$ cat config.mk
export PLATFORM = sky130hd
export DESIGN_NAME = jpip_message_header_parser_top
export DESIGN_NICKNAME = d
export VERILOG_FILES = /design/src/rtl/jmh_pkg.sv /design/src/rtl/jmh_decode.sv /design/src/rtl/jmh_out_reg.sv /design/src/rtl/jpip_message_header_parser_top.sv
export SDC_FILE = /design/constraint.sdc
export NUM_CORES = 1
export LEC_CHECK = 0
export BUFFER_PORTS_ARGS = -buffer_cell sky130_fd_sc_hd__buf_2
export CORE_MARGIN = 8
export CORE_UTILIZATION = 52
export DETAILED_ROUTE_END_ITERATION = 10
export PLACE_DENSITY = 0.81
export SLEW_MARGIN = 20
export SYNTH_ARGS = -nofsm -noshare
export SYNTH_HDL_FRONTEND = slang
export SYNTH_SLANG_ARGS = --single-unit
$ cat constraint.sdc
create_clock -name i_clk -period 16.7 [get_ports i_clk]
set_clock_uncertainty 0.2 [all_clocks]
set_input_delay 0.835 -clock i_clk [delete_from_list [all_inputs] [get_ports i_clk]]
set_output_delay 0.835 -clock i_clk [all_outputs]
set_load 0.05 [all_outputs]
$ cat src/rtl/jmh_pkg.sv
// jmh_pkg: shared types and constants for the message header parser
// used by jmh_decode, jmh_out_reg and jpip_message_header_parser_top
`default_nettype none

package jmh_pkg;

    localparam int VALUE_BITS = 32;
    localparam int OUT_BITS   = 32;

    typedef logic [VALUE_BITS-1:0] t_value;
    typedef logic [OUT_BITS-1:0]   t_out_value;

    // header field being parsed
    typedef enum logic [2:0] {
        PH_BIN_FIRST = 3'd0,
        PH_BIN_CONT  = 3'd1,
        PH_CLASS     = 3'd2,
        PH_CSN       = 3'd3,
        PH_OFFSET    = 3'd4,
        PH_LENGTH    = 3'd5,
        PH_AUX       = 3'd6
    } t_phase;

    // indicator codes from bits 6..5 of the first bin-id byte
    localparam logic [1:0] IND_FORBIDDEN = 2'd0;
    localparam logic [1:0] IND_CLASS     = 2'd2;
    localparam logic [1:0] IND_CLASS_CSN = 2'd3;

    typedef struct packed {
        logic class_here;
        logic csn_here;
        logic completes;
        logic forbid;
    } t_flags;

    typedef struct packed {
        t_out_value bin_number;
        t_out_value msg_class;
        t_out_value stream_index;
        t_out_value bin_offset;
        t_out_value body_len;
        t_out_value aux_value;
        logic       aux_present;
        logic       completes_bin;
        logic       forbidden;
    } t_result;

    // shift one 7-bit group into a value, wrapping to the value width
    function automatic t_value shift_in(input t_value v, input logic [7:0] b);
        shift_in = t_value'({v, b[6:0]});
    endfunction

    function automatic t_out_value to_out(input t_value v);
        to_out = t_out_value'(v);
    endfunction

endpackage

`default_nettype wire

$ cat src/rtl/jmh_decode.sv
// jmh_decode: header field state and per-byte decode logic
// depends on jmh_pkg
`default_nettype none

module jmh_decode (
    input  wire logic            i_clk,
    input  wire logic            i_rst_n,
    input  wire logic            i_valid,
    input  wire logic [7:0]      i_byte,
    input  wire logic            i_out_free,
    output logic                 o_advance,
    output logic                 o_emit,
    output jmh_pkg::t_result     o_result
);

    jmh_pkg::t_phase r_phase, n_phase;
    jmh_pkg::t_value r_acc, n_acc;
    jmh_pkg::t_value r_bin_number, n_bin_number;
    jmh_pkg::t_value r_msg_class, n_msg_class;
    jmh_pkg::t_value r_stream_index, n_stream_index;
    jmh_pkg::t_value r_offset, n_offset;
    jmh_pkg::t_value r_length, n_length;
    jmh_pkg::t_value r_aux, n_aux;
    jmh_pkg::t_flags r_flags, n_flags;

    logic            more;
    logic            emit_c;
    logic            aux_here;
    logic [1:0]      ind;
    jmh_pkg::t_value acc_shift;

    assign more      = i_byte[7];
    assign ind       = i_byte[6:5];
    assign acc_shift = jmh_pkg::shift_in(r_acc, i_byte);

    // next-state logic
    always_comb begin
        n_phase        = r_phase;
        n_acc          = acc_shift;
        n_bin_number   = r_bin_number;
        n_msg_class    = r_msg_class;
        n_stream_index = r_stream_index;
        n_offset       = r_offset;
        n_length       = r_length;
        n_aux          = r_aux;
        n_flags        = r_flags;
        unique case (r_phase)
            jmh_pkg::PH_BIN_CONT: begin
                if (!more) begin
                    n_bin_number = acc_shift;
                    n_acc        = '0;
                    if (r_flags.class_here) begin
                        n_phase = jmh_pkg::PH_CLASS;
                    end else if (r_flags.csn_here) begin
                        n_phase = jmh_pkg::PH_CSN;
                    end else begin
                        n_phase = jmh_pkg::PH_OFFSET;
                    end
                end
            end
            jmh_pkg::PH_CLASS: begin
                if (!more) begin
                    n_msg_class = acc_shift;
                    n_acc       = '0;
                    n_phase     = r_flags.csn_here ? jmh_pkg::PH_CSN : jmh_pkg::PH_OFFSET;
                end
            end
            jmh_pkg::PH_CSN: begin
                if (!more) begin
                    n_stream_index = acc_shift;
                    n_acc          = '0;
                    n_phase        = jmh_pkg::PH_OFFSET;
                end
            end
            jmh_pkg::PH_OFFSET: begin
                if (!more) begin
                    n_offset = acc_shift;
                    n_acc    = '0;
                    n_phase  = jmh_pkg::PH_LENGTH;
                end
            end
            jmh_pkg::PH_LENGTH: begin
                if (!more) begin
                    n_length = acc_shift;
                    n_acc    = '0;
                    // odd class means an aux field follows
                    if (r_msg_class[0]) begin
                        n_phase = jmh_pkg::PH_AUX;
                    end else begin
                        n_phase = jmh_pkg::PH_BIN_FIRST;
                    end
                end
            end
            jmh_pkg::PH_AUX: begin
                if (!more) begin
                    n_aux   = acc_shift;
                    n_acc   = '0;
                    n_phase = jmh_pkg::PH_BIN_FIRST;
                end
            end
            default: begin
                // first bin-id byte, also taken for the unused phase code
                n_flags.forbid     = (ind == jmh_pkg::IND_FORBIDDEN);
                n_flags.class_here = (ind == jmh_pkg::IND_CLASS) ||
                                     (ind == jmh_pkg::IND_CLASS_CSN);
                n_flags.csn_here   = (ind == jmh_pkg::IND_CLASS_CSN);
                n_flags.completes  = i_byte[4];
                n_offset           = '0;
                n_length           = '0;
                n_acc              = jmh_pkg::t_value'(i_byte[3:0]);
                if (more) begin
                    n_phase = jmh_pkg::PH_BIN_CONT;
                end else begin
                    n_bin_number = jmh_pkg::t_value'(i_byte[3:0]);
                    n_acc        = '0;
                    if (n_flags.class_here) begin
                        n_phase = jmh_pkg::PH_CLASS;
                    end else if (n_flags.csn_here) begin
                        n_phase = jmh_pkg::PH_CSN;
                    end else begin
                        n_phase = jmh_pkg::PH_OFFSET;
                    end
                end
            end
        endcase
    end

    // output logic: the last byte of length (when the class is even) or of aux ends a header
    always_comb begin
        unique case (r_phase)
            jmh_pkg::PH_LENGTH: begin
                emit_c   = !more && !r_msg_class[0];
                aux_here = 1'b0;
            end
            jmh_pkg::PH_AUX: begin
                emit_c   = !more;
                aux_here = !more;
            end
            default: begin
                emit_c   = 1'b0;
                aux_here = 1'b0;
            end
        endcase
    end

    // a byte that completes a header waits until the result register is free
    assign o_advance = i_valid && (!emit_c || i_out_free);
    assign o_emit    = o_advance && emit_c;

    always_comb begin
        o_result.bin_number    = jmh_pkg::to_out(n_bin_number);
        o_result.msg_class     = jmh_pkg::to_out(n_msg_class);
        o_result.stream_index  = jmh_pkg::to_out(n_stream_index);
        o_result.bin_offset    = jmh_pkg::to_out(n_offset);
        o_result.body_len      = jmh_pkg::to_out(n_length);
        o_result.aux_value     = jmh_pkg::to_out(n_aux);
        o_result.aux_present   = aux_here;
        o_result.completes_bin = n_flags.completes;
        o_result.forbidden     = n_flags.forbid;
    end

    always_ff @(posedge i_clk) begin
        if (!i_rst_n) begin
            r_phase        <= jmh_pkg::PH_BIN_FIRST;
            r_acc          <= '0;
            r_bin_number   <= '0;
            r_msg_class    <= '0;
            r_stream_index <= '0;
            r_offset       <= '0;
            r_length       <= '0;
            r_aux          <= '0;
            r_flags        <= '0;
        end else if (o_advance) begin
            r_phase        <= n_phase;
            r_acc          <= n_acc;
            r_bin_number   <= n_bin_number;
            r_msg_class    <= n_msg_class;
            r_stream_index <= n_stream_index;
            r_offset       <= n_offset;
            r_length       <= n_length;
            r_aux          <= n_aux;
            r_flags        <= n_flags;
        end
    end

endmodule

`default_nettype wire

$ cat src/rtl/jmh_out_reg.sv
// jmh_out_reg: result register holding one decoded header for the consumer
// depends on jmh_pkg
`default_nettype none

module jmh_out_reg (
    input  wire logic             i_clk,
    input  wire logic             i_rst_n,
    input  wire logic             i_load,
    input  wire jmh_pkg::t_result i_result,
    input  wire logic             i_ready,
    output logic                  o_free,
    output logic                  o_valid,
    output jmh_pkg::t_result      o_result
);

    logic             r_valid;
    jmh_pkg::t_result r_result;

    assign o_free   = !r_valid || i_ready;
    assign o_valid  = r_valid;
    assign o_result = r_result;

    always_ff @(posedge i_clk) begin
        if (!i_rst_n) begin
            r_valid <= 1'b0;
        end else if (i_load) begin
            r_valid <= 1'b1;
        end else if (i_ready) begin
            r_valid <= 1'b0;
        end
    end

    always_ff @(posedge i_clk) begin
        if (i_load) begin
            r_result <= i_result;
        end
    end

endmodule

`default_nettype wire

$ cat src/rtl/jpip_message_header_parser_top.sv
// jpip_message_header_parser_top: byte-wide message header parser, top level
// depends on jmh_pkg, jmh_decode and jmh_out_reg
`default_nettype none

// Decodes JPP/JPT stream message headers one byte per transaction. Each
// header is a run of VBAS fields (bin-id, optional class, optional codestream
// number, offset, length, aux when the class is odd); one result transaction
// comes out on the byte that ends a header. Class and codestream number carry
// over from the previous header when omitted. Throughput is one byte per
// clock while no completing byte waits: each byte goes through an input
// register, then a single shift-and-or field update into the parse state,
// and a completed header is latched into a result register. A result is
// valid once its last byte has left the input register and been decoded.
// A completing byte waits in the input register, and the input stalls, only
// while the result register still holds an untaken result.
module jpip_message_header_parser_top (
    input  wire logic        i_clk,
    input  wire logic        i_rst_n,
    input  wire logic        i_valid,
    output logic             o_ready,
    input  wire logic [7:0]  i_data_byte,
    output logic             o_valid,
    input  wire logic        i_ready,
    output logic [31:0]      o_bin_number,
    output logic [31:0]      o_msg_class,
    output logic [31:0]      o_stream_index,
    output logic [31:0]      o_bin_offset,
    output logic [31:0]      o_body_len,
    output logic [31:0]      o_aux_value,
    output logic             o_aux_present,
    output logic             o_completes_bin,
    output logic             o_forbidden
);

    logic             r_in_valid;
    logic [7:0]       r_in_byte;
    logic             advance;
    logic             emit;
    logic             out_free;
    jmh_pkg::t_result dec_result;
    jmh_pkg::t_result out_result;

    assign o_ready = i_rst_n && (!r_in_valid || advance);

    always_ff @(posedge i_clk) begin
        if (!i_rst_n) begin
            r_in_valid <= 1'b0;
        end else if (o_ready) begin
            r_in_valid <= i_valid;
        end
    end

    always_ff @(posedge i_clk) begin
        if (i_valid && o_ready) begin
            r_in_byte <= i_data_byte;
        end
    end

    jmh_decode u_decode (
        .i_clk      (i_clk),
        .i_rst_n    (i_rst_n),
        .i_valid    (r_in_valid),
        .i_byte     (r_in_byte),
        .i_out_free (out_free),
        .o_advance  (advance),
        .o_emit     (emit),
        .o_result   (dec_result)
    );

    jmh_out_reg u_out_reg (
        .i_clk    (i_clk),
        .i_rst_n  (i_rst_n),
        .i_load   (emit),
        .i_result (dec_result),
        .i_ready  (i_ready),
        .o_free   (out_free),
        .o_valid  (o_valid),
        .o_result (out_result)
    );

    assign o_bin_number    = out_result.bin_number;
    assign o_msg_class     = out_result.msg_class;
    assign o_stream_index  = out_result.stream_index;
    assign o_bin_offset    = out_result.bin_offset;
    assign o_body_len      = out_result.body_len;
    assign o_aux_value     = out_result.aux_value;
    assign o_aux_present   = out_result.aux_present;
    assign o_completes_bin = out_result.completes_bin;
    assign o_forbidden     = out_result.forbidden;

endmodule

`default_nettype wire

## Yosys cells after proc, flatten, opt, wreduce, memory -nomap -nowiden

Cells that the tools add are included.

- Eq/ne operators: 14
- Mux-type cells: 33
- Bitwise gates (word level): 1
- Reductions and logical operators: 22

Operators with widths:

| cell | count |
|---|---|
| $mux W32 | 10 |
| $pmux W32 S2 | 3 |
| $mux W25 | 2 |
| $mux W3 | 12 |
| $pmux W3 S6 | 1 |
| $reduce_or A5 Y1 | 3 |
| $ne A2 B2 Y1 const B | 6 |
| $eq A3 B3 Y1 const B | 3 |
| $reduce_and A7 Y1 | 1 |
| $eq A3 B2 Y1 const B | 2 |
| $reduce_or A6 Y1 | 1 |
| $logic_and A1 B1 Y1 | 5 |
| $logic_not A1 Y1 | 5 |
| $eq A2 B2 Y1 const B | 2 |
| $logic_or A1 B1 Y1 | 4 |
| $mux W4 | 1 |
| $eq A3 B1 Y1 const B | 1 |
| $logic_not A2 Y1 | 1 |
| $mux W1 | 2 |
| $mux W2 | 1 |
| $pmux W1 S2 | 1 |
| $reduce_and A2 Y1 | 1 |
| $reduce_bool A2 Y1 | 1 |
| $not A1 Y1 | 1 |

- Bits of input ports: 12
- Word-level logic and storage cells: 94
- Output and inout bits: 197
- Register bits: 429

## Depth between registers and ports, before layout

Gate-level depths: netlist of the first run.

- Word-level depth: 9
- Mapped depth: 8
- Gate-level depth less buffers: 5

## Cells and area by module

From an unflattened synthesis of the first run, not the netlist that was laid out.

- Cell total of the unflattened synthesis: 1367
- Area total of the unflattened synthesis: 16344.4 um^2

By module, submodules not included:

| module | area each (um^2) | cells each | sequential area each (um^2) | instances |
|---|---|---|---|---|
| jmh_decode | 10142.2 | 1154 | 4484.3 | 1 |
| jmh_out_reg | 5904.4 | 199 | 5875.6 | 1 |
| jpip_message_header_parser_top | 297.8 | 14 | 260.2 | 1 |

## Worst setup path after synthesis of the first run

Ideal clock, no wire load.

- Path kind: input to register
- Start: input port i_ready
- End: register u_out_reg.r_result, in the netlist u_out_reg.o_result[0], enable pin
- Library setup time: 991 ps
- Buffers on the path: 3
- Slack: 804 ps
- Arrival time: 14705 ps
- Stages: 7
- Path through: nor2b_1 > nand2_1 > o21ai_1 > buf_4 > buf_4 > buf_2 > nor3_1

- Cells in the longest elaborated chain, start to end: 4

Ends and longest elaborated chain:

| what | RTL line | RTL |
|---|---|---|
| from (decl) | jpip_message_header_parser_top.sv:23 | `input wire logic i_ready,` |
| $logic_or A1 B1 Y1 | jmh_out_reg.sv:19 | `assign o_free = !r_valid \|\| i_ready;` |
| $logic_or A1 B1 Y1 | jmh_decode.sv:147 | `assign o_advance = i_valid && (!emit_c \|\| i_out_free);` |
| $logic_and A1 B1 Y1 | jmh_decode.sv:147 |  |
| $logic_and A1 B1 Y1 | jmh_decode.sv:148 | `assign o_emit = o_advance && emit_c;` |
| named net emit | jpip_message_header_parser_top.sv:38 | `logic emit;` |
| to (signal assigned) | jmh_out_reg.sv:35 | `r_result <= i_result;` |
| to (decl) | jmh_out_reg.sv:17 | `jmh_pkg::t_result r_result;` |

The timed path passes the listed nets, and every way through them passes these cells.
A chain may end at the register's enable or synchronous reset.

## Worst setup path in the final report of the first run

- Start: register u_decode.r_phase[0]
- End: register u_out_reg.r_result, in the netlist u_out_reg.o_result[28], enable pin

- Cells in the longest elaborated chain, start to end: 6
- Elaborated cells on any way between the ends: 7
- Those cells by class: eq/ne (2); mux (1); reduce/logical (4)

Ends and longest elaborated chain:

| what | RTL line | RTL |
|---|---|---|
| from (decl) | jmh_decode.sv:16 | `jmh_pkg::t_phase r_phase, n_phase;` |
| from (signal assigned) | jmh_decode.sv:164 | `r_phase <= jmh_pkg::PH_BIN_FIRST;` |
| from (signal assigned) | jmh_decode.sv:174 | `r_phase <= n_phase;` |
| $eq A3 B3 Y1 | jmh_decode.sv:130 | `unique case (r_phase)` |
| $pmux W1 S2 * | jmh_decode.sv:130 |  |
| $logic_not A1 Y1 | jmh_decode.sv:147 |  |
| $logic_or A1 B1 Y1 | jmh_decode.sv:147 |  |
| $logic_and A1 B1 Y1 | jmh_decode.sv:147 |  |
| $logic_and A1 B1 Y1 * | jmh_decode.sv:148 |  |
| named net emit | jpip_message_header_parser_top.sv:38 |  |

The timed path passes the listed nets; every way through them passes the cells marked *.

==> results of run 1 <==
## worst max path at each step
stage,end,slack (ns),depth (start not counted)
6_report,u_out_reg.o_result[28],12.86,7
5_1_grt,u_decode.r_msg_class[2],12.63,7
4_1_cts,u_decode.r_aux[5],12.61,6
3_5_place_dp,u_decode.r_msg_class[2],12.61,6
3_3_place_gp,u_decode.r_acc[24],12.79,6
2_1_floorplan,u_out_reg.o_result[0],0.80,7
## cell families after synthesis
kind of cell,synth area share
DFF,0.627
muxes,0.00717
AOI/OAI and AO/OA,0.213
and+or+nand+nor,0.120
buffers and inverters,0.0325
## final cells by class
| cell class | count | area share |
|---|---|---|
| clock inverters | 25 | 0.0105 |
| well taps | 442 | 0.0283 |
| multi-input cells | 868 | 0.297 |
| inverters | 4 | 0.000768 |
| repair buffers | 225 | 0.0622 |
| flip-flops and latches | 429 | 0.543 |
| clock buffers | 52 | 0.0579 |
## through the flow
step                      worst slack, ns   util  instance area (sq um)  hold WS (ns)
final                               12.86  0.605                  19500         0.252
after global routing                12.63  0.605                  19500         0.259
after CTS                           12.61  0.603                  19500         0.252
after detailed placement            12.61  0.562                  18100         0.244
after global placement              12.79  0.562                  18100         0.237
after floorplan                     0.804      -                  16900         0.231
## state kept, by name (all words and copies together), names as in the netlist
register                 cells
r_in_byte                    8
r_in_valid                   1
u_decode.r_acc              25
u_decode.r_aux              32
u_decode.r_bin_number       32
u_decode.r_flags             4
u_decode.r_length           32
u_decode.r_msg_class        32
u_decode.r_offset           32
u_decode.r_phase             3
u_decode.r_stream_index     32
u_out_reg.o_result         195
u_out_reg.o_valid            1
## cells in the final DEF (no fill, tap or decap), types with 3 or more instances in the layout
cell / instances
a21boi_0: 104
a21boi_1: 4
a21oi_1: 3
a22o_1: 172
a22oi_1: 48
and2_1: 3
and3_1: 3
buf_2: 207
buf_4: 15
bufinv_16: 3
clkbuf_1: 8
clkbuf_16: 44
clkinv_1: 9
clkinv_2: 9
dfxtp_1: 226
edfxtp_1: 203
inv_1: 4
mux2_2: 9
nand2_1: 223
nand2b_1: 57
nand3_1: 18
nor2_1: 13
nor2b_1: 81
nor3_1: 4
nor3b_1: 5
o211a_1: 54
o21a_1: 4
o21ai_0: 22
o21ba_2: 6
## power by group
group	internal (mW)	leakage, nW	switching (mW)
combinational	0.0389	3.06	0.0722
clock	0.529	0.658	0.391
sequential	1.11	3.64	0.0123
## worst max-delay path, delay by kind of cell, from the launching register on
kind / cells / cell delay [ns]
compound gates: 2 / 0.37
buf+inv: 3 / 1.58
flops: 1 / 0.72
simple gates: 2 / 0.48
## metal layers
metal	vias up	wire length [um]	part of all wire
met2	613	20500	0.47
met5	-	0	0
met1	5944	18200	0.41
met3	116	3670	0.083
li1	5489	-	-
met4	0	1680	0.038
==> summary.txt, run 1 <==
Finish
  – FILL cells: 2493
  – Non-Filler Instances: 2045
  – Layout cell share with drive strength beyond 1: 0.197
  – N_diodes: 0
  – FF+latch area: 0.0106 sq mm
  – Final nets: 1582
  – Multi-input gate area: 0.00580 sq mm
  – Area growth, synth to finish: 15.5%

Global route
  – Largest net degree at the start of global routing: 146
  – Global-route met2 utilization: 0.347
  – Gr usage total: 0.218
  – First-pass GRT wire length: 67.1 mm
  – GRT busiest layer: met2
  – GR Overflow Total: 0
  – Initial antenna violation count: 0
  – Vias in the first global route: ~12000
  – Met1 Track Usage GR: 0.292
  – M3 GR Usage: 0.0399

CTS
  – Clk_lat worst skew: ~0.54 ns
  – CTS tree: done
  – Hold Buf Count CTS: 0
  – Clk slew on worst S/H paths: 0.07 ns
  – PostCTS Resize Cnt: 0
  – Setup bufs post-CTS: 0
  – # clock sinks: roughly 430
  – Root buffer cell: clkbuf_16
  – Clock buffer depth: 3
  – TritonCTS buffer count: 42
  – H-tree depth: 2

Logic synthesis
  – Syn Area/Cell: 11.9 sq um
  – Ys flop type: dfxtp_1
  – Cell variety after synth: 49
  – Yosys warns: 0
  – Most frequent cells after synthesis: 226 x dfxtp_1, 223 x nand2_1, 203 x edfxtp_1, 172 x a22o_1, 104 x a21boi_0
  – Ys async rst share: 0
  – Syn Inst Count: 1425
  – Sequential cell area fraction in the yosys report: 0.627
  – Post-synth EDFFs: roughly 200
  – Post-Syn Area: 0.0169 sq mm
  – Yosys top cell area share: 0.360
  – Post-Syn Nets: 1437
  – Top cells by area, synth: edfxtp_1 36%, dfxtp_1 27%, a22o_1 8.9%, nand2_1 4.9%, a21boi_0 4.6%
  – Area leader, netlist: edfxtp_1
  – Synth Register Bits: between 400 and 500
  – Top-count cell post-synth: dfxtp_1

Power and ir drop
  – Cell Pwr Density: 110 mW/mm^2
  – Power consumption: 2.15 mW
  – Leak Pwr: 7.35 nW
  – Peak supply drop: around 86 uV

Worst setup path
  – CP Cell Sequence: nand2b_2 > o21a_4 > o21ai_4 > buf_16 > nor3_2 > buf_4 > buf_4
  – Setup crit start kind: flip-flop
  – Critical path's slowest cell: buf_4
  – Worst Setup SP: u_decode.r_phase[0]
  – CP required: 16.64 ns
  – Critical path endpoint category: flip-flop
  – Max stage delay on crit path: 0.84 ns
  – Worst r2r dst: u_out_reg.o_result[28]
  – Reg-to-reg slack, setup: ~13 ns
  – Worst-path fanout max: 73
  – R2R depth: 7
  – CP arrival: 3.78 ns
  – Critical R2R Launch: u_decode.r_phase[0]
  – Most used cell along the critical path: buf_4
  – Path type of the worst setup path: flip-flop to flip-flop

Flow run
  – Max Cap Viol: 0

Timing
  – RSZ-0062 raised after global routing: false
  – Final setup fails: 0
  – Final Cycle Share: 0.230
  – Post-layout minimum cycle time: 3.84 ns
  – Final Hold Vio Count: 0
  – Worst-Margin Slew: between 1 and 1.5 ns
  – Max Clock Freq: 261 MHz
  – Setup TNS: 0 ns
  – Slew margin rel.: 0.240
  – Final Max Slew Viols: 0

Floorplan
  – # rows: 66
  – Die footprint: 0.0386 sq mm
  – Die height: 196 um
  – Starting Density: 0.524
  – I/O Pins: 209
  – Core area: 0.0323 sq mm
  – Die width: between 150 and 200 um

Placement
  – Dpl hpwl: 26.8 mm
  – Routability Congestion: 0.810
  – Post-Place Cells: between 1500 and 2000
  – IO buf count: 208

Route
  – Via count: 12162
  – Via/cell ratio: 5.95
  – DRT iter0 DRCs: roughly 1300
  – Number of detailed-route iterations in the first pass: 6
  – Antenna Violating Nets Remaining: 0
  – Routed WL: roughly 44 mm
  – Detailed-route wire length per cell: 21.5 um
  – Remaining DRCs: 0

Min path
  – Hold_sp: u_decode.r_length[6]
  – Hold WC Path Type: flip-flop to flip-flop
  – Hold Path Depth: 2
  – Worst Hold End: u_decode.r_length[6]

Outcome
  – Status: finished, final reports clean
Power figures use the tool's default switching activity.
==> inputs of run 2 (changes only) <==
clock period = 3.2 ns   (was 16.7 ns; I/O delays follow)
==> run 2 against run 1 <==
Compared with the run above: via count unchanged; highest routed layer unchanged; critical path type unchanged; hold slack worse by 0.13 ns; setup slack got worse by 12 ns; final cell count is 1.4% higher.
==> summary.txt, run 2 (synthesis gave the netlist of run 1 again) <==
Finish
  – Final nets: between 1500 and 2000
  – N_diodes: 0
  – Multi-input gate area: slightly below 0.006 sq mm
  – FF+latch area: 0.0106 sq mm
  – Design Area, Final: 0.0198 sq mm
  – FILL cells: between 2000 and 2500
  – Most common cell after layout, fill and taps aside: dfxtp_1
  – Layout cell share with drive strength beyond 1: 0.207
  – Number of flip-flops in the largest register: 195
  – Most frequent cells in the layout: 223 x dfxtp_1, 222 x nand2_1, 207 x buf_2
  – Non-Filler Instances: 2074
  – Area growth, synth to finish: 17.2%
  – Finished Core Util: 0.614

Timing
  – Final setup fails: 0
  – Post-layout minimum cycle time: 2.61 ns
  – Final Cycle Share: 0.815
  – RSZ-0062 raised after global routing: false
  – Max Clock Freq: 383 MHz
  – Final Max Slew Viols: 0
  – Hold_ws: 0.126 ns
  – Final Hold Vio Count: 0
  – Worst-Margin Slew: 1.09 ns
  – Setup ws final: 0.591 ns
  – Slew margin rel.: 0.272

Global route
  – Vias in the first global route: 11543
  – Initial antenna violation count: 0
  – First-pass GRT wire length: 67.2 mm
  – Largest net degree at the start of global routing: 246
  – Gr usage total: 0.218
  – GR Overflow Total: 0

Floorplan
  – Starting Density: 0.524
  – Die width: 196 um
  – Die footprint: about 0.039 sq mm
  – Core area: 0.0323 sq mm
  – Die height: about 200 um
  – # rows: 66
  – I/O Pins: between 200 and 250

Route
  – DRT iter0 DRCs: 1343
  – Detailed-route wire length per cell: 21.1 um
  – Number of detailed-route iterations in the first pass: 6
  – Antenna Violating Nets Remaining: 0
  – Remaining DRCs: 0
  – Via/cell ratio: 5.86
  – Via count: 12162
  – Routed WL: 43.8 mm

Worst setup path
  – Max stage delay on crit path: 0.63 ns
  – CP Cell Sequence: buf_4 > nand2b_1 > a31oi_4 > buf_4 > a22o_1 > nand2_1 > a21boi_0
  – Path type of the worst setup path: flip-flop to flip-flop
  – Most used cell along the critical path: buf_4
  – Setup crit start kind: flip-flop
  – Worst-path fanout max: 42
  – WP buf/inv: 2
  – CP required: 3.47 ns
  – CP arrival: 2.88 ns
  – Cell family with most CP delay: compound AO/OA/AOI/OAI gates
  – Critical path endpoint category: flip-flop
  – Critical path's slowest cell: a31oi_4

Flow run
  – Max Cap Viol: 0

CTS
  – PostCTS Resize Cnt: 0
  – Clk slew on worst S/H paths: 0.06 ns
  – Clock buffer depth: 3
  – H-tree depth: 2
  – Clk_lat worst skew: 0.55 ns
  – TritonCTS buffer count: 43
  – Root buffer cell: clkbuf_16
  – Hold Buf Count CTS: 12
  – # clock sinks: 429
  – Setup bufs post-CTS: 0
  – CTS tree: done

Placement
  – Post-Place Cells: 1982
  – Routability Congestion: 0.819
  – IO buf count: 208
  – Dpl hpwl: 27.2 mm
  – Worst slack at placement: 0.648 ns
  – Dpl cell area: 0.0184 sq mm

Power and ir drop
  – Leak Pwr: ~7.5 nW
  – NetSw: between 2 and 3 mW
  – Clk pwr share: 0.431
  – Cell Pwr Density: 570 mW/mm^2
  – Sequential power share: 0.517
  – Peak supply drop: 385 uV
  – Logic gate share of total power: 0.052
  – Int Pwr: 8.76 mW
  – Sw Share: 0.225

Outcome
  – Status: finished, final reports clean

Min path
  – Hold WC Path Type: input pin to flip-flop
## run 2: cell types whose count changed in the layout (fill, tap and decap cells not counted), moves of 2 or more
cell | previous run | this run
dfxtp_1 | 226 | 223
clkinv_2 | 9 | 13
buf_16 | 2 | 0
buf_4 | 15 | 27
inv_16 | 0 | 2
dfxtp_4 | 0 | 2
nand2b_4 | 0 | 2
buf_12 | 0 | 4
clkbuf_1 | 8 | 6
dlygate4sd3_1 | 0 | 12
## run 2: layout make-up
class                           instances  share of cell area
Sequential cell                       429               0.536
Inverter                                4            0.000757
Timing Repair Buffer                  251              0.0731
Tap cell                              442              0.0279
Clock buffer                           50              0.0561
Clock inverter                         30              0.0126
Multi-Input combinational cell        868               0.294
## run 2: per-layer routing
layer | share of wire | global-route usage | vias up
li1 | - | - | 5555
met5 | 0 | 0 | -
met3 | 0.084 | 0.0455 | 99
met2 | 0.46 | 0.344 | 558
met1 | 0.41 | 0.290 | 5950
met4 | 0.041 | 0.0938 | 0
## run 2: worst register-to-register path, cell delays in order, from the launching register on
cell and delay, ns:
edfxtp_1 0.34, buf_4 0.39, nand2b_1 0.17, a31oi_4 0.63, buf_4 0.35, a22o_1 0.21, nand2_1 0.06, a21boi_0 0.18
## run 2: metrics by stage
stage               setup TNS (ns)  power (mW)
detailed placement               0        6.53
global placement                 0        6.51
global route                     0        11.7
floorplan                  -631.36        6.38
finish                           0        11.3
CTS                              0        11.4
## run 2: path summary, 6_finish.rpt
| check | startpoint | endpoint | slack (ns) | cells after the start |
|---|---|---|---|---|
| max | r_in_byte[7] | u_decode.r_length[16] | 0.59 | 7 |
| min | i_data_byte[0] | r_in_byte[0] | 0.13 | 2 |
| max reg2reg | r_in_byte[7] | u_decode.r_length[16] | 0.59 | 7 |
| min reg2reg | u_decode.r_length[5] | u_decode.r_length[5] | 0.25 | 2 |
## run 2: power by group through the flow
stage / registers, mW / clock network (mW) / logic [mW]
floorplan: 5.95 / 0 / 0.434
global placement: 5.96 / 0 / 0.554
detailed placement: 5.96 / 0 / 0.569
CTS: 5.85 / 4.94 / 0.584
global route: 5.85 / 5.16 / 0.633
finish: 5.85 / 4.87 / 0.588
==> inputs of run 3 (changes only) <==
CORE_UTILIZATION = 58   (was 52)
PLACE_DENSITY = 0.86   (was 0.81)
clock period = 2.6 ns   (was 3.2 ns; I/O delays follow)
==> run 3 against run 2 <==
Compared with the run above: core utilization increased by 8.3 points; global-route usage increased by 2.3 points; first-iteration DRC count increased by 7.4%; via count increased by 3.0%; clock power increased by 20%; sequential share of layout area decreased by 0.47 points; combinational power increased by 30%; highest routed layer is now met5.
==> summary.txt, run 3 (synthesis gave the netlist of run 1 again) <==
Outcome
  – Status: finished, final reports clean

Timing
  – Worst-Margin Slew: between 1 and 1.5 ns
  – Final Max Slew Viols: 0
  – Slew margin rel.: 0.240
  – Final Hold Vio Count: 0
  – Setup ws final: ~0.072 ns
  – Final setup fails: 0
  – Post-layout minimum cycle time: 2.53 ns
  – Max Clock Freq: 396 MHz
  – Final Cycle Share: 0.972

Floorplan
  – Die width: 187 um
  – Die footprint: 0.0349 sq mm
  – Core area: 0.0287 sq mm
  – Die height: 187 um
  – Starting Density: 0.590
  – I/O Pins: 209
  – # rows: 62

Global route
  – GR Overflow Total: 0
  – First-pass GRT wire length: 68.7 mm
  – Vias in the first global route: 12073
  – Initial antenna violation count: 1
  – Gr usage total: 0.242
  – Largest net degree at the start of global routing: 173

Power and ir drop
  – NetSw: 3.06 mW
  – Int Pwr: about 11 mW
  – Sw Share: 0.221
  – Cell Pwr Density: just under 700 mW/mm^2
  – Logic gate share of total power: 0.055
  – Sequential power share: 0.522
  – Peak supply drop: 532 uV
  – Clk pwr share: 0.423
  – Leak Pwr: 7.65 nW
  – Power consumption: between 10 and 15 mW

Route
  – Remaining DRCs: 0
  – Detailed-route wire length per cell: roughly 22 um
  – Number of detailed-route iterations in the first pass: 6
  – Antenna Violating Nets Remaining: 0
  – Via/cell ratio: 6.15
  – DRT iter0 DRCs: 1442
  – Via count: 12522
  – Routed WL: 44.4 mm

Min path
  – Hold WC Path Type: input pin to flip-flop

Worst setup path
  – Critical path's slowest cell: dfxtp_2
  – Setup crit start kind: flip-flop
  – WP buf/inv: 1
  – Cell family with most CP delay: simple AND/OR/NAND/NOR gates
  – CP Cell Sequence: nand2b_4 > o21a_4 > and4b_1 > nor2b_1 > clkbuf_4
  – Critical path endpoint category: output pin
  – Max stage delay on crit path: 0.52 ns
  – CP arrival: about 2.2 ns
  – Worst-path fanout max: 16
  – Path type of the worst setup path: flip-flop to output pin
  – CP required: 2.27 ns

Finish
  – Number of flip-flops in the largest register: 195
  – N_diodes: 0
  – Layout cell share with drive strength beyond 1: 0.217
  – Final nets: 1632
  – Most frequent cells in the layout: 223 x dfxtp_1, 222 x nand2_1, 206 x buf_2
  – Area growth, synth to finish: 18.2%
  – FILL cells: slightly below 2000
  – Most common cell after layout, fill and taps aside: dfxtp_1

Flow run
  – Max Cap Viol: 0

CTS
  – Clock buffer depth: 3
  – TritonCTS buffer count: 42
  – Root buffer cell: clkbuf_16
  – Clk_lat worst skew: 0.53 ns
  – H-tree depth: 2
  – # clock sinks: 429
  – CTS tree: done
  – Clk slew on worst S/H paths: 0.06 ns

Placement
  – IO buf count: 208
  – Worst slack at placement: ~0.17 ns
  – Routability Congestion: just under 0.9
  – Dpl hpwl: 27.6 mm
[run 3: cell types whose count changed in the layout (fill, tap and decap cells not counted), moves of 2 or more]
cell      before  now
clkbuf_1       6   15
buf_4         27   43
clkinv_2      13   10
buf_16         0    2
inv_16         2    0
clkinv_1      10    1
buf_12         4    9
[run 3: worst paths after layout]
| path | startpoint | end | slack (ns) | cells past startpoint |
|---|---|---|---|---|
| worst max-delay path | u_decode.r_phase[1] | o_ready | 0.07 | 5 |
| worst min-delay path | i_data_byte[0] | r_in_byte[0] | 0.11 | 2 |
| worst max register to register | r_in_byte[7] | u_decode.r_acc[21] | 0.09 | 7 |
| worst min register to register | u_decode.r_length[5] | u_decode.r_length[5] | 0.25 | 2 |
[run 3: final cells by class]
cell class,instances,area (sq um),share of cell area
clock buffer,59,1160,0.0578
sequential,429,10600,0.531
multi-input combinational,868,5820,0.291
inverter,4,15.0,0.000750
clock inverter,18,164,0.00819
tap,384,480,0.0240
timing repair buffer,275,1740,0.0869
[run 3: layer usage]
metal	wire length, um	GRT usage	vias up
li1	-	-	5597
met1	17400	0.301	6196
met2	21700	0.407	622
met3	3820	0.0576	105
met4	1430	0.0867	2
met5	13	0	-
[run 3: what timing repair did]
item / in CTS / in global routing
buffers inserted: 0 / 0
endpoints found under the setup margin: 0 / 5
endpoints found under the hold margin: 14 / 0
gates resized for setup: 0 / 2
hold buffers: 13 / 0
[run 3: power groups by stage]
stage	clock [mW]	combinational (mW)	sequential (mW)
final	5.84	0.763	7.20
after global placement	0	0.692	7.33
after CTS	5.89	0.733	7.20
after detailed placement	0	0.712	7.34
after global routing	6.19	0.813	7.20
after floorplan	0	0.534	7.32
[run 3: through the flow]
step           hold slack (ns)  setup TNS (ns)  utilization  instance area [sq um]  cells
3_3_place_gp             0.109               0        0.645                  18500   1946
4_1_cts                 0.0839               0        0.696                  20000   2036
3_5_place_dp             0.108               0        0.645                  18500   1946
6_report                 0.112               0        0.697                  20000   2037
2_1_floorplan           0.0289         -748.36            -                  17000   1425
5_1_grt                  0.116         -0.0105        0.697                  20000   2037
